--- src/rtl/core/trb_rpp_pkg.sv ---
`timescale 1ns / 1ps
// -----------------------------------------------------------------------------
// trb_rpp_pkg: shared types and constants of the ring producer pointer
// Holds the item, result and pointer-state types, the register indexes and
// the limits on the region and slot counts.
// -----------------------------------------------------------------------------
package trb_rpp_pkg;

   localparam int unsigned REGION_W = 4;
   localparam int unsigned SLOT_W   = 8;
   localparam int unsigned RCOUNT_W = 5;
   localparam int unsigned CSR_DATA_W = 8;

   // Largest number of regions and of usable slots per region.
   localparam logic [RCOUNT_W-1:0] MAX_REGIONS = 5'd16;
   localparam logic [SLOT_W-1:0]   MAX_SLOTS   = 8'd255;

   localparam logic [RCOUNT_W-1:0] REGION_COUNT_RESET     = 5'd1;
   localparam logic [SLOT_W-1:0]   SLOTS_PER_REGION_RESET = 8'd255;

   // Register indexes on the configuration port.
   localparam logic CSR_REGION_COUNT     = 1'b0;
   localparam logic CSR_SLOTS_PER_REGION = 1'b1;

   // Item kinds.
   localparam logic KIND_ADVANCE = 1'b0;
   localparam logic KIND_DEQUEUE = 1'b1;

   typedef struct packed {
      logic                kind;
      logic [REGION_W-1:0] deq_region;
      logic [SLOT_W-1:0]   deq_slot;
   } item_type;

   typedef struct packed {
      logic                stamped;
      logic [REGION_W-1:0] stamp_region;
      logic [SLOT_W-1:0]   stamp_slot;
      logic                stamp_cycle;
      logic                link_stamped;
      logic [REGION_W-1:0] enq_region;
      logic [SLOT_W-1:0]   enq_slot;
      logic                cycle_state;
      logic                ring_full;
   } result_type;

   typedef struct packed {
      logic [REGION_W-1:0] enq_region;
      logic [SLOT_W-1:0]   enq_slot;
      logic                cycle;
      logic [REGION_W-1:0] deq_region;
      logic [SLOT_W-1:0]   deq_slot;
   } ptr_state_type;

endpackage

--- src/rtl/core/trb_rpp_req_if.sv ---
`timescale 1ns / 1ps
// -----------------------------------------------------------------------------
// trb_rpp_req_if: request channel of the ring producer pointer
// Valid/ready channel carrying one advance or dequeue-update item per beat.
// -----------------------------------------------------------------------------
interface trb_rpp_req_if;
   logic       valid;
   logic       ready;
   logic       kind;
   logic [3:0] deq_region;
   logic [7:0] deq_slot;

   modport source (output valid, output kind, output deq_region, output deq_slot,
                   input ready);
   modport sink   (input valid, input kind, input deq_region, input deq_slot,
                   output ready);
endinterface

--- src/rtl/core/trb_rpp_rsp_if.sv ---
`timescale 1ns / 1ps
// -----------------------------------------------------------------------------
// trb_rpp_rsp_if: response channel of the ring producer pointer
// Valid/ready channel carrying one result per beat.
// -----------------------------------------------------------------------------
interface trb_rpp_rsp_if;
   logic       valid;
   logic       ready;
   logic       stamped;
   logic [3:0] stamp_region;
   logic [7:0] stamp_slot;
   logic       stamp_cycle;
   logic       link_stamped;
   logic [3:0] enq_region;
   logic [7:0] enq_slot;
   logic       cycle_state;
   logic       ring_full;

   modport source (output valid, output stamped, output stamp_region,
                   output stamp_slot, output stamp_cycle, output link_stamped,
                   output enq_region, output enq_slot, output cycle_state,
                   output ring_full, input ready);
   modport sink   (input valid, input stamped, input stamp_region,
                   input stamp_slot, input stamp_cycle, input link_stamped,
                   input enq_region, input enq_slot, input cycle_state,
                   input ring_full, output ready);
endinterface

--- src/rtl/core/trb_ring_producer_pointer.sv ---
`timescale 1ns / 1ps
// -----------------------------------------------------------------------------
// trb_ring_producer_pointer: producer-side pointer of a multi-region ring
// Usage: each beat on req_bus is either an advance (kind 0), which stamps the
// current enqueue slot with the producer cycle bit and moves on by one slot,
// or a dequeue update (kind 1), which records the consumer position. Every
// request beat yields exactly one beat on rsp_bus with the stamp details,
// the new enqueue position, the cycle state and the ring-full flag.
// The beat is held in the request register, and the pointer update then
// loads the response register. Throughput is one item per clock while
// rsp_bus is not stalled; the pointer update is a single increment, compare
// and cycle-bit decision. When rsp_bus is stalled the response register
// holds and the request register still takes one further beat before
// req_bus.ready drops. Reset (synchronous, active high) empties both
// registers, sets the enqueue and dequeue positions to region 0, slot 0,
// the cycle state to 1, and the registers to one region of 255 slots.
// The csr_ port writes region_count (index 0) and slots_per_region
// (index 1); the user must write them only while idle, and the block
// itself does not enforce this.
// -----------------------------------------------------------------------------
module trb_ring_producer_pointer (
   input  logic                                  clock,
   input  logic                                  reset,
   trb_rpp_req_if.sink                           req_bus,
   trb_rpp_rsp_if.source                         rsp_bus,
   input  logic                                  csr_write_enable,
   input  logic                                  csr_index,
   input  logic [trb_rpp_pkg::CSR_DATA_W-1:0]    csr_write_data
);

   logic [trb_rpp_pkg::RCOUNT_W-1:0] region_count_ff;
   logic [trb_rpp_pkg::SLOT_W-1:0]   slots_per_region_ff;

   logic                        req_valid_ff;
   trb_rpp_pkg::item_type       item_ff;
   logic                        rsp_valid_ff;
   trb_rpp_pkg::result_type     result_ff;
   trb_rpp_pkg::ptr_state_type  state_ff;

   trb_rpp_pkg::ptr_state_type  state_in;
   trb_rpp_pkg::result_type     result_in;
   logic                        rsp_free;
   logic                        step_fire;
   logic                        req_fire;

   assign rsp_free  = !rsp_valid_ff || rsp_bus.ready;
   assign step_fire = req_valid_ff && rsp_free;
   assign req_bus.ready = !req_valid_ff || rsp_free;
   assign req_fire  = req_bus.valid && req_bus.ready;

   always_ff @(posedge clock) begin
      if (reset) begin
         region_count_ff     <= trb_rpp_pkg::REGION_COUNT_RESET;
         slots_per_region_ff <= trb_rpp_pkg::SLOTS_PER_REGION_RESET;
      end else if (csr_write_enable) begin
         unique case (csr_index)
            trb_rpp_pkg::CSR_REGION_COUNT: begin
               region_count_ff <= csr_write_data[trb_rpp_pkg::RCOUNT_W-1:0];
            end
            trb_rpp_pkg::CSR_SLOTS_PER_REGION: begin
               slots_per_region_ff <= csr_write_data[trb_rpp_pkg::SLOT_W-1:0];
            end
            default: begin
            end
         endcase
      end
   end

   // Request register.
   always_ff @(posedge clock) begin
      if (reset) begin
         req_valid_ff <= 1'b0;
      end else if (req_bus.ready) begin
         req_valid_ff <= req_bus.valid;
      end
   end

   always_ff @(posedge clock) begin
      if (req_fire) begin
         item_ff.kind       <= req_bus.kind;
         item_ff.deq_region <= req_bus.deq_region;
         item_ff.deq_slot   <= req_bus.deq_slot;
      end
   end

   trb_rpp_step u_step (
      .state_cur        (state_ff),
      .region_count     (region_count_ff),
      .slots_per_region (slots_per_region_ff),
      .item             (item_ff),
      .state_next       (state_in),
      .result           (result_in)
   );

   // Pointer state moves only when an item passes into the response register.
   always_ff @(posedge clock) begin
      if (reset) begin
         state_ff.enq_region <= '0;
         state_ff.enq_slot   <= '0;
         state_ff.cycle      <= 1'b1;
         state_ff.deq_region <= '0;
         state_ff.deq_slot   <= '0;
      end else if (step_fire) begin
         state_ff <= state_in;
      end
   end

   // Response register.
   always_ff @(posedge clock) begin
      if (reset) begin
         rsp_valid_ff <= 1'b0;
      end else if (rsp_free) begin
         rsp_valid_ff <= req_valid_ff;
      end
   end

   always_ff @(posedge clock) begin
      if (step_fire) begin
         result_ff <= result_in;
      end
   end

   assign rsp_bus.valid        = rsp_valid_ff;
   assign rsp_bus.stamped      = result_ff.stamped;
   assign rsp_bus.stamp_region = result_ff.stamp_region;
   assign rsp_bus.stamp_slot   = result_ff.stamp_slot;
   assign rsp_bus.stamp_cycle  = result_ff.stamp_cycle;
   assign rsp_bus.link_stamped = result_ff.link_stamped;
   assign rsp_bus.enq_region   = result_ff.enq_region;
   assign rsp_bus.enq_slot     = result_ff.enq_slot;
   assign rsp_bus.cycle_state  = result_ff.cycle_state;
   assign rsp_bus.ring_full    = result_ff.ring_full;

endmodule

--- src/rtl/core/trb_rpp_step.sv ---
`timescale 1ns / 1ps
// -----------------------------------------------------------------------------
// trb_rpp_step: pointer update for one item
// Combinational: from the current pointer state, the configuration and one
// item, forms the next pointer state and the result of that item.
// -----------------------------------------------------------------------------
module trb_rpp_step (
   input  trb_rpp_pkg::ptr_state_type                state_cur,
   input  logic [trb_rpp_pkg::RCOUNT_W-1:0]          region_count,
   input  logic [trb_rpp_pkg::SLOT_W-1:0]            slots_per_region,
   input  trb_rpp_pkg::item_type                     item,
   output trb_rpp_pkg::ptr_state_type                state_next,
   output trb_rpp_pkg::result_type                   result
);

   logic [trb_rpp_pkg::RCOUNT_W-1:0] n_regions;
   logic [trb_rpp_pkg::SLOT_W-1:0]   n_slots;
   logic                             last_slot;
   logic                             last_region;
   logic [trb_rpp_pkg::SLOT_W:0]     slot_inc;
   logic [trb_rpp_pkg::RCOUNT_W-1:0] region_inc;
   logic                             wrap_slot;
   logic                             wrap_region;
   logic [trb_rpp_pkg::RCOUNT_W-1:0] look_region;
   logic [trb_rpp_pkg::SLOT_W:0]     look_slot;

   // Out-of-range counts are clamped into their legal ranges.
   always_comb begin
      n_regions = region_count;
      if (n_regions == '0) n_regions = 5'd1;
      if (n_regions > trb_rpp_pkg::MAX_REGIONS) n_regions = trb_rpp_pkg::MAX_REGIONS;
      n_slots = slots_per_region;
      if (n_slots == '0) n_slots = 8'd1;
      if (n_slots > trb_rpp_pkg::MAX_SLOTS) n_slots = trb_rpp_pkg::MAX_SLOTS;
   end

   assign last_slot   = (state_cur.enq_slot == n_slots - 8'd1);
   assign last_region = ({1'b0, state_cur.enq_region} == n_regions - 5'd1);
   assign slot_inc    = {1'b0, state_cur.enq_slot} + 9'd1;
   assign region_inc  = {1'b0, state_cur.enq_region} + 5'd1;
   assign wrap_slot   = (slot_inc >= {1'b0, n_slots});
   assign wrap_region = (region_inc >= n_regions);

   always_comb begin
      state_next = state_cur;
      result     = '0;
      if (item.kind == trb_rpp_pkg::KIND_ADVANCE) begin
         result.stamped      = 1'b1;
         result.stamp_region = state_cur.enq_region;
         result.stamp_slot   = state_cur.enq_slot;
         result.stamp_cycle  = state_cur.cycle;
         result.link_stamped = last_slot;
         // Passing the link of the last region toggles the cycle state.
         if (last_slot && last_region) state_next.cycle = ~state_cur.cycle;
         if (wrap_slot) begin
            state_next.enq_slot   = '0;
            state_next.enq_region = wrap_region ? '0 : region_inc[3:0];
         end else begin
            state_next.enq_slot = slot_inc[7:0];
         end
      end else begin
         state_next.deq_region = item.deq_region;
         state_next.deq_slot   = item.deq_slot;
      end
      result.enq_region  = state_next.enq_region;
      result.enq_slot    = state_next.enq_slot;
      result.cycle_state = state_next.cycle;
      result.ring_full   = ({1'b0, state_next.deq_region} == look_region) &&
                           ({1'b0, state_next.deq_slot} == look_slot);
   end

   // Position of the slot after the updated enqueue position, kept at full
   // width so that a position beyond the configuration never matches.
   always_comb begin
      if (state_next.enq_slot == n_slots - 8'd1) begin
         look_slot = '0;
         if ({1'b0, state_next.enq_region} == n_regions - 5'd1) begin
            look_region = '0;
         end else begin
            look_region = {1'b0, state_next.enq_region} + 5'd1;
         end
      end else begin
         look_slot   = {1'b0, state_next.enq_slot} + 9'd1;
         look_region = {1'b0, state_next.enq_region};
      end
   end

endmodule

--- src/flat_wrapper.sv ---
// flat-port wrapper written by rule: the top's interface ports become plain ports
module trb_ring_producer_pointer_flat 
  (clock, reset, csr_write_enable, csr_index, csr_write_data, req_bus_valid, req_bus_kind, req_bus_deq_region, req_bus_deq_slot, req_bus_ready, rsp_bus_valid, rsp_bus_stamped, rsp_bus_stamp_region, rsp_bus_stamp_slot, rsp_bus_stamp_cycle, rsp_bus_link_stamped, rsp_bus_enq_region, rsp_bus_enq_slot, rsp_bus_cycle_state, rsp_bus_ring_full, rsp_bus_ready);
  trb_rpp_req_if req_bus_i ();
  trb_rpp_rsp_if rsp_bus_i ();
  input  logic clock;
  input  logic reset;
  input  logic csr_write_enable;
  input  logic csr_index;
  input  logic [trb_rpp_pkg::CSR_DATA_W-1:0] csr_write_data;
  input wire logic [$bits(req_bus_i.valid)-1:0] req_bus_valid;
  input wire logic [$bits(req_bus_i.kind)-1:0] req_bus_kind;
  input wire logic [$bits(req_bus_i.deq_region)-1:0] req_bus_deq_region;
  input wire logic [$bits(req_bus_i.deq_slot)-1:0] req_bus_deq_slot;
  output wire logic [$bits(req_bus_i.ready)-1:0] req_bus_ready;
  output wire logic [$bits(rsp_bus_i.valid)-1:0] rsp_bus_valid;
  output wire logic [$bits(rsp_bus_i.stamped)-1:0] rsp_bus_stamped;
  output wire logic [$bits(rsp_bus_i.stamp_region)-1:0] rsp_bus_stamp_region;
  output wire logic [$bits(rsp_bus_i.stamp_slot)-1:0] rsp_bus_stamp_slot;
  output wire logic [$bits(rsp_bus_i.stamp_cycle)-1:0] rsp_bus_stamp_cycle;
  output wire logic [$bits(rsp_bus_i.link_stamped)-1:0] rsp_bus_link_stamped;
  output wire logic [$bits(rsp_bus_i.enq_region)-1:0] rsp_bus_enq_region;
  output wire logic [$bits(rsp_bus_i.enq_slot)-1:0] rsp_bus_enq_slot;
  output wire logic [$bits(rsp_bus_i.cycle_state)-1:0] rsp_bus_cycle_state;
  output wire logic [$bits(rsp_bus_i.ring_full)-1:0] rsp_bus_ring_full;
  input wire logic [$bits(rsp_bus_i.ready)-1:0] rsp_bus_ready;
  assign req_bus_i.valid = req_bus_valid;
  assign req_bus_i.kind = req_bus_kind;
  assign req_bus_i.deq_region = req_bus_deq_region;
  assign req_bus_i.deq_slot = req_bus_deq_slot;
  assign req_bus_ready = req_bus_i.ready;
  assign rsp_bus_valid = rsp_bus_i.valid;
  assign rsp_bus_stamped = rsp_bus_i.stamped;
  assign rsp_bus_stamp_region = rsp_bus_i.stamp_region;
  assign rsp_bus_stamp_slot = rsp_bus_i.stamp_slot;
  assign rsp_bus_stamp_cycle = rsp_bus_i.stamp_cycle;
  assign rsp_bus_link_stamped = rsp_bus_i.link_stamped;
  assign rsp_bus_enq_region = rsp_bus_i.enq_region;
  assign rsp_bus_enq_slot = rsp_bus_i.enq_slot;
  assign rsp_bus_cycle_state = rsp_bus_i.cycle_state;
  assign rsp_bus_ring_full = rsp_bus_i.ring_full;
  assign rsp_bus_i.ready = rsp_bus_ready;
  trb_ring_producer_pointer u_core (.clock(clock), .reset(reset), .req_bus(req_bus_i), .rsp_bus(rsp_bus_i), .csr_write_enable(csr_write_enable), .csr_index(csr_index), .csr_write_data(csr_write_data));
endmodule
--- config.mk ---
export PLATFORM = sky130hd
export DESIGN_NAME = trb_ring_producer_pointer_flat
export DESIGN_NICKNAME = d
export VERILOG_FILES = /design/src/rtl/core/trb_rpp_pkg.sv /design/src/rtl/core/trb_rpp_req_if.sv /design/src/rtl/core/trb_rpp_rsp_if.sv /design/src/rtl/core/trb_ring_producer_pointer.sv /design/src/rtl/core/trb_rpp_step.sv /design/src/flat_wrapper.sv
export SDC_FILE = /design/constraint.sdc
export NUM_CORES = 1
export LEC_CHECK = 0
export BUFFER_PORTS_ARGS = -buffer_cell sky130_fd_sc_hd__buf_4
export CORE_MARGIN = 5
export CORE_UTILIZATION = 47
export DETAILED_ROUTE_END_ITERATION = 12
export PLACE_DENSITY = 0.74
export SLEW_MARGIN = 40
export SYNTH_ARGS = -nofsm -noshare
export SYNTH_HDL_FRONTEND = slang
export SYNTH_SLANG_ARGS = --single-unit
--- constraint.sdc ---
create_clock -name clock -period 4 [get_ports clock]
set_input_delay 0.4 -clock clock [delete_from_list [all_inputs] [get_ports clock]]
set_output_delay 0.4 -clock clock [all_outputs]
set_load 0.01 [all_outputs]
==> impl_metrics.yaml <==
outcome:
  status: "finished, violations left"
  violations: "negative setup slack"
timing:
  slew_violations: 0
  max_freq_ghz: 0.248
  tns_ns: -0.0281
  holdWs_ns: 0.219
  fin_crit_sh_pct: 101
  setup_viol: 1
  tightestPinTransition_ns: 0.670
  fin_crit_ns: 4.03
  finalHoldViolCount: 0
  clock_skew_ns: 0.0128
  fin_ws_ns: -0.0281
  grt_setup_unrepaired: "yes"
  maxSlewHeadroom_pct: 55.3
placement:
  pre_cts_ws_ns: -0.390
  io_buffers: 57
  dp_hpwl_um: 9780
  gp_congestion: 0.928
  placedCellCount: 751
  placed_area_sq_um: 5840
hold_path:
  whs_path_depth: 1
  min_to: "u_core.item_ff[9]"
  holdCritPathClass: "primary input to flip-flop"
  min_from: "req_bus_deq_region[1]"
cts:
  insertion_delay_ns: 0.36
  clockBufferDepth: 2
  cts-buffers-inserted: 9
  cts.sinks: 82
  cts_tree: "built"
  cts.clk_slew.worst_paths_ns: 0.08
  htreeDepth: 3
  cts_root_buf: "clkbuf_8"
floorplanning:
  initial_utilization_pct: 47.9
  rows: 37
  core_sq_um: 10200
  dieArea_sq_um: 12600
  die_h_um: 112
  ios: 58
  die_w_um: 112
grt:
  grt_antenna_before_repair: 0
  grt_max_degree: 41
  track_usage_pct: 20.5
  grt-ovfl-total: 0
  grt_pass1_wl_um: 20800
  grt_pass1_vias: 4126
synthesis:
  syn-instance-count: 526
  ys.flop_type: "edfxtp_1"
  synth-edff-count: 42
  yosysSeqAreaShare_pct: 42.1
  yosysUniqueCellTypes: 65
  synth_seq_cells: 82
  avgSynthCellArea_sq_um: 9.31
  synthArstFlopShare_pct: 0
  syn-cell-area_sq_um: 4900
  synth.yosys.warnings: 0
  synth_nets: 572
setup_path:
  crit_type: "flip-flop to flip-flop"
  max_stage_delay_ns: 0.41
  path_cells: "ha_4 -> buf_4 -> xor2_1 -> ha_1 -> a21o_1 -> a31oi_4 -> buf_4 -> o21a_1 -> o21ai_4 -> mux2i_2 -> inv_2 -> xnor2_1 -> or3_4 -> or3_4 -> buf_4 -> mux2i_1 -> a31oi_1 -> nor4_2"
  startpoint_type: "flip-flop"
  endpoint_kind: "flip-flop"
  cp_common_cell: "buf_4"
  crit_required_ns: 4.18
  rr_endpoint: "u_core.rsp_bus.ring_full"
  critPathLaunch: "u_core.state_ff[13]"
  rrSetupSlack_ns: -0.03
  critPathBufInv: 4
  path_delay_family: "simple AND/OR/NAND/NOR gates"
  slowest_stage: "or3_4"
  worstPathMaxFanout: 4
  ff2ff_path_depth: 18
  timing.rr.start: "u_core.state_ff[13]"
  worstPathArrival_ns: 4.21
layout:
  layout_common_cells: "129 x buf_4, 48 x nor2_1, 44 x nand2_1, 42 x edfxtp_1, 37 x dfxtp_1"
  fin_nets: 685
  layout_commonest_cell: "buf_4"
  fin_util_pct: 62.7
  instances_no_fill: 780
  design_area_sq_um: 6410
  diodes: 0
  fillers: 854
  final_layout_size_suffix_gt1_share_pct: 31.2
  area_delta_synth_final_pct: 30.9
power_and_ir_drop:
  p_leak_nw: 2.65
  ir_drop_uv: 222
  p_total_mw: 2.00
  power.density_nw_per_um2: 313
routing:
  wirelength_um: 13100
  dr.first_iter.drc_count: 233
  via_per_inst: 5.58
  drt-wirelength-per-cell_um: 16.8
  drcViolationCount: 0
  drtAntennaViolNets: 0
  via_count: 4354
  dr.pass1.iters: 5
job:
  drv_cap: 0
[how the worst max path moves through the flow]
stage / slack, ns / endpoint / cells after the start
global placement: -0.38 / u_core.rsp_bus.ring_full / 16
global route: -0.23 / u_core.rsp_bus.ring_full / 18
detailed placement: -0.39 / u_core.rsp_bus.ring_full / 16
floorplan: 0.002 / u_core.rsp_bus.ring_full / 18
CTS: 0.003 / u_core.rsp_bus.ring_full / 18
finish: -0.03 / u_core.rsp_bus.ring_full / 18
[kinds of logic (layout without fill, tap and decap cells)]
group                      count (synthesis)  after routing  synth area share, %
buffers and inverters                     50            168                 4.14
muxes                                     21             21                 4.44
and+or+nand+nor                          202            202                 21.3
AOI/OAI and AO/OA                        110            110                 15.6
xor gates and xnor gates                  42             42                 7.51
DFF                                       82             82                 42.1
adders and majority gates                 19             19                 4.85
[report_power, final]
part | switching (mW) | internal, mW
combinational | 0.254 | 0.217
clock | 0.294 | 0.283
sequential | 0.0278 | 0.929
total | 0.575 | 1.43
[synth_stat cells, types with 4 or more instances]
master / number / area share, %
nand2b_1: 7 / 0.89
inv_1: 19 / 1.5
nand3_1: 18 / 1.8
a211oi_1: 11 / 1.7
o21ai_0: 13 / 1.3
and3_1: 14 / 1.8
a21o_1: 5 / 0.77
nor2b_1: 21 / 2.7
nand2_1: 45 / 3.4
nor2_1: 48 / 3.7
nor3_1: 8 / 0.82
nand4_1: 5 / 0.64
clkbuf_1: 19 / 1.5
ha_1: 19 / 4.9
edfxtp_1: 42 / 26
o211ai_1: 5 / 0.77
xnor2_1: 26 / 4.6
a21oi_1: 28 / 2.9
a31oi_1: 5 / 0.64
or4_1: 4 / 0.61
o21a_1: 4 / 0.61
dfxtp_1: 40 / 16
and2_1: 7 / 0.89
mux2i_1: 17 / 3.5
nor4_1: 7 / 0.89
xor2_1: 16 / 2.9
a211o_1: 10 / 1.8
or3_1: 5 / 0.64
[layout make-up]
cell class	count	area, sq um	area share (%)
multi-input cells	394	2930	45.7
inverters	23	86.3	1.35
repair buffers	129	968	15.1
clock inverters	6	57.6	0.898
clock buffers	10	128	1.99
well taps	136	170	2.65
flip-flops and latches	82	2070	32.3
[what timing repair did]
item,4_1_cts,5_1_grt
setup endpoints to repair,1,1
setup buffers,5,8
cloned,0,0
gates resized for setup,32,21
hold buffers,0,0
pin swaps,14,19
[sequential cells by signal (all words and copies together), names as in the netlist, 4 cells and up]
register	cells
u_core.rsp_bus.stamp_slot	8
u_core.rsp_bus.stamp_region	4
u_core.region_count_ff	5
u_core.state_ff	25
u_core.item_ff	13
u_core.rsp_bus.enq_slot	8
u_core.rsp_bus.enq_region	4
u_core.slots_per_region_ff	8
[metal layers]
metal | up-vias | wire (um) | GRT usage, %
li1 | 2135 | - | -
met1 | 2015 | 5650 | 28.3
met2 | 171 | 6190 | 33.1
met3 | 33 | 896 | 2.86
met4 | 0 | 333 | 7.45
met5 | - | 0 | 0
[worst reg2reg max path, cell delays in order, from the launching register on]
cell     delay [ns]
dfxtp_4        0.37
ha_4           0.16
buf_4          0.13
xor2_1         0.14
ha_1           0.33
a21o_1         0.17
a31oi_4        0.05
buf_4          0.14
o21a_1         0.21
o21ai_4        0.23
mux2i_2        0.29
inv_2          0.09
xnor2_1        0.14
or3_4          0.41
or3_4          0.36
buf_4          0.16
mux2i_1        0.13
a31oi_1        0.11
nor4_2         0.23
Note: power is estimated with default switching activity, not from simulation.
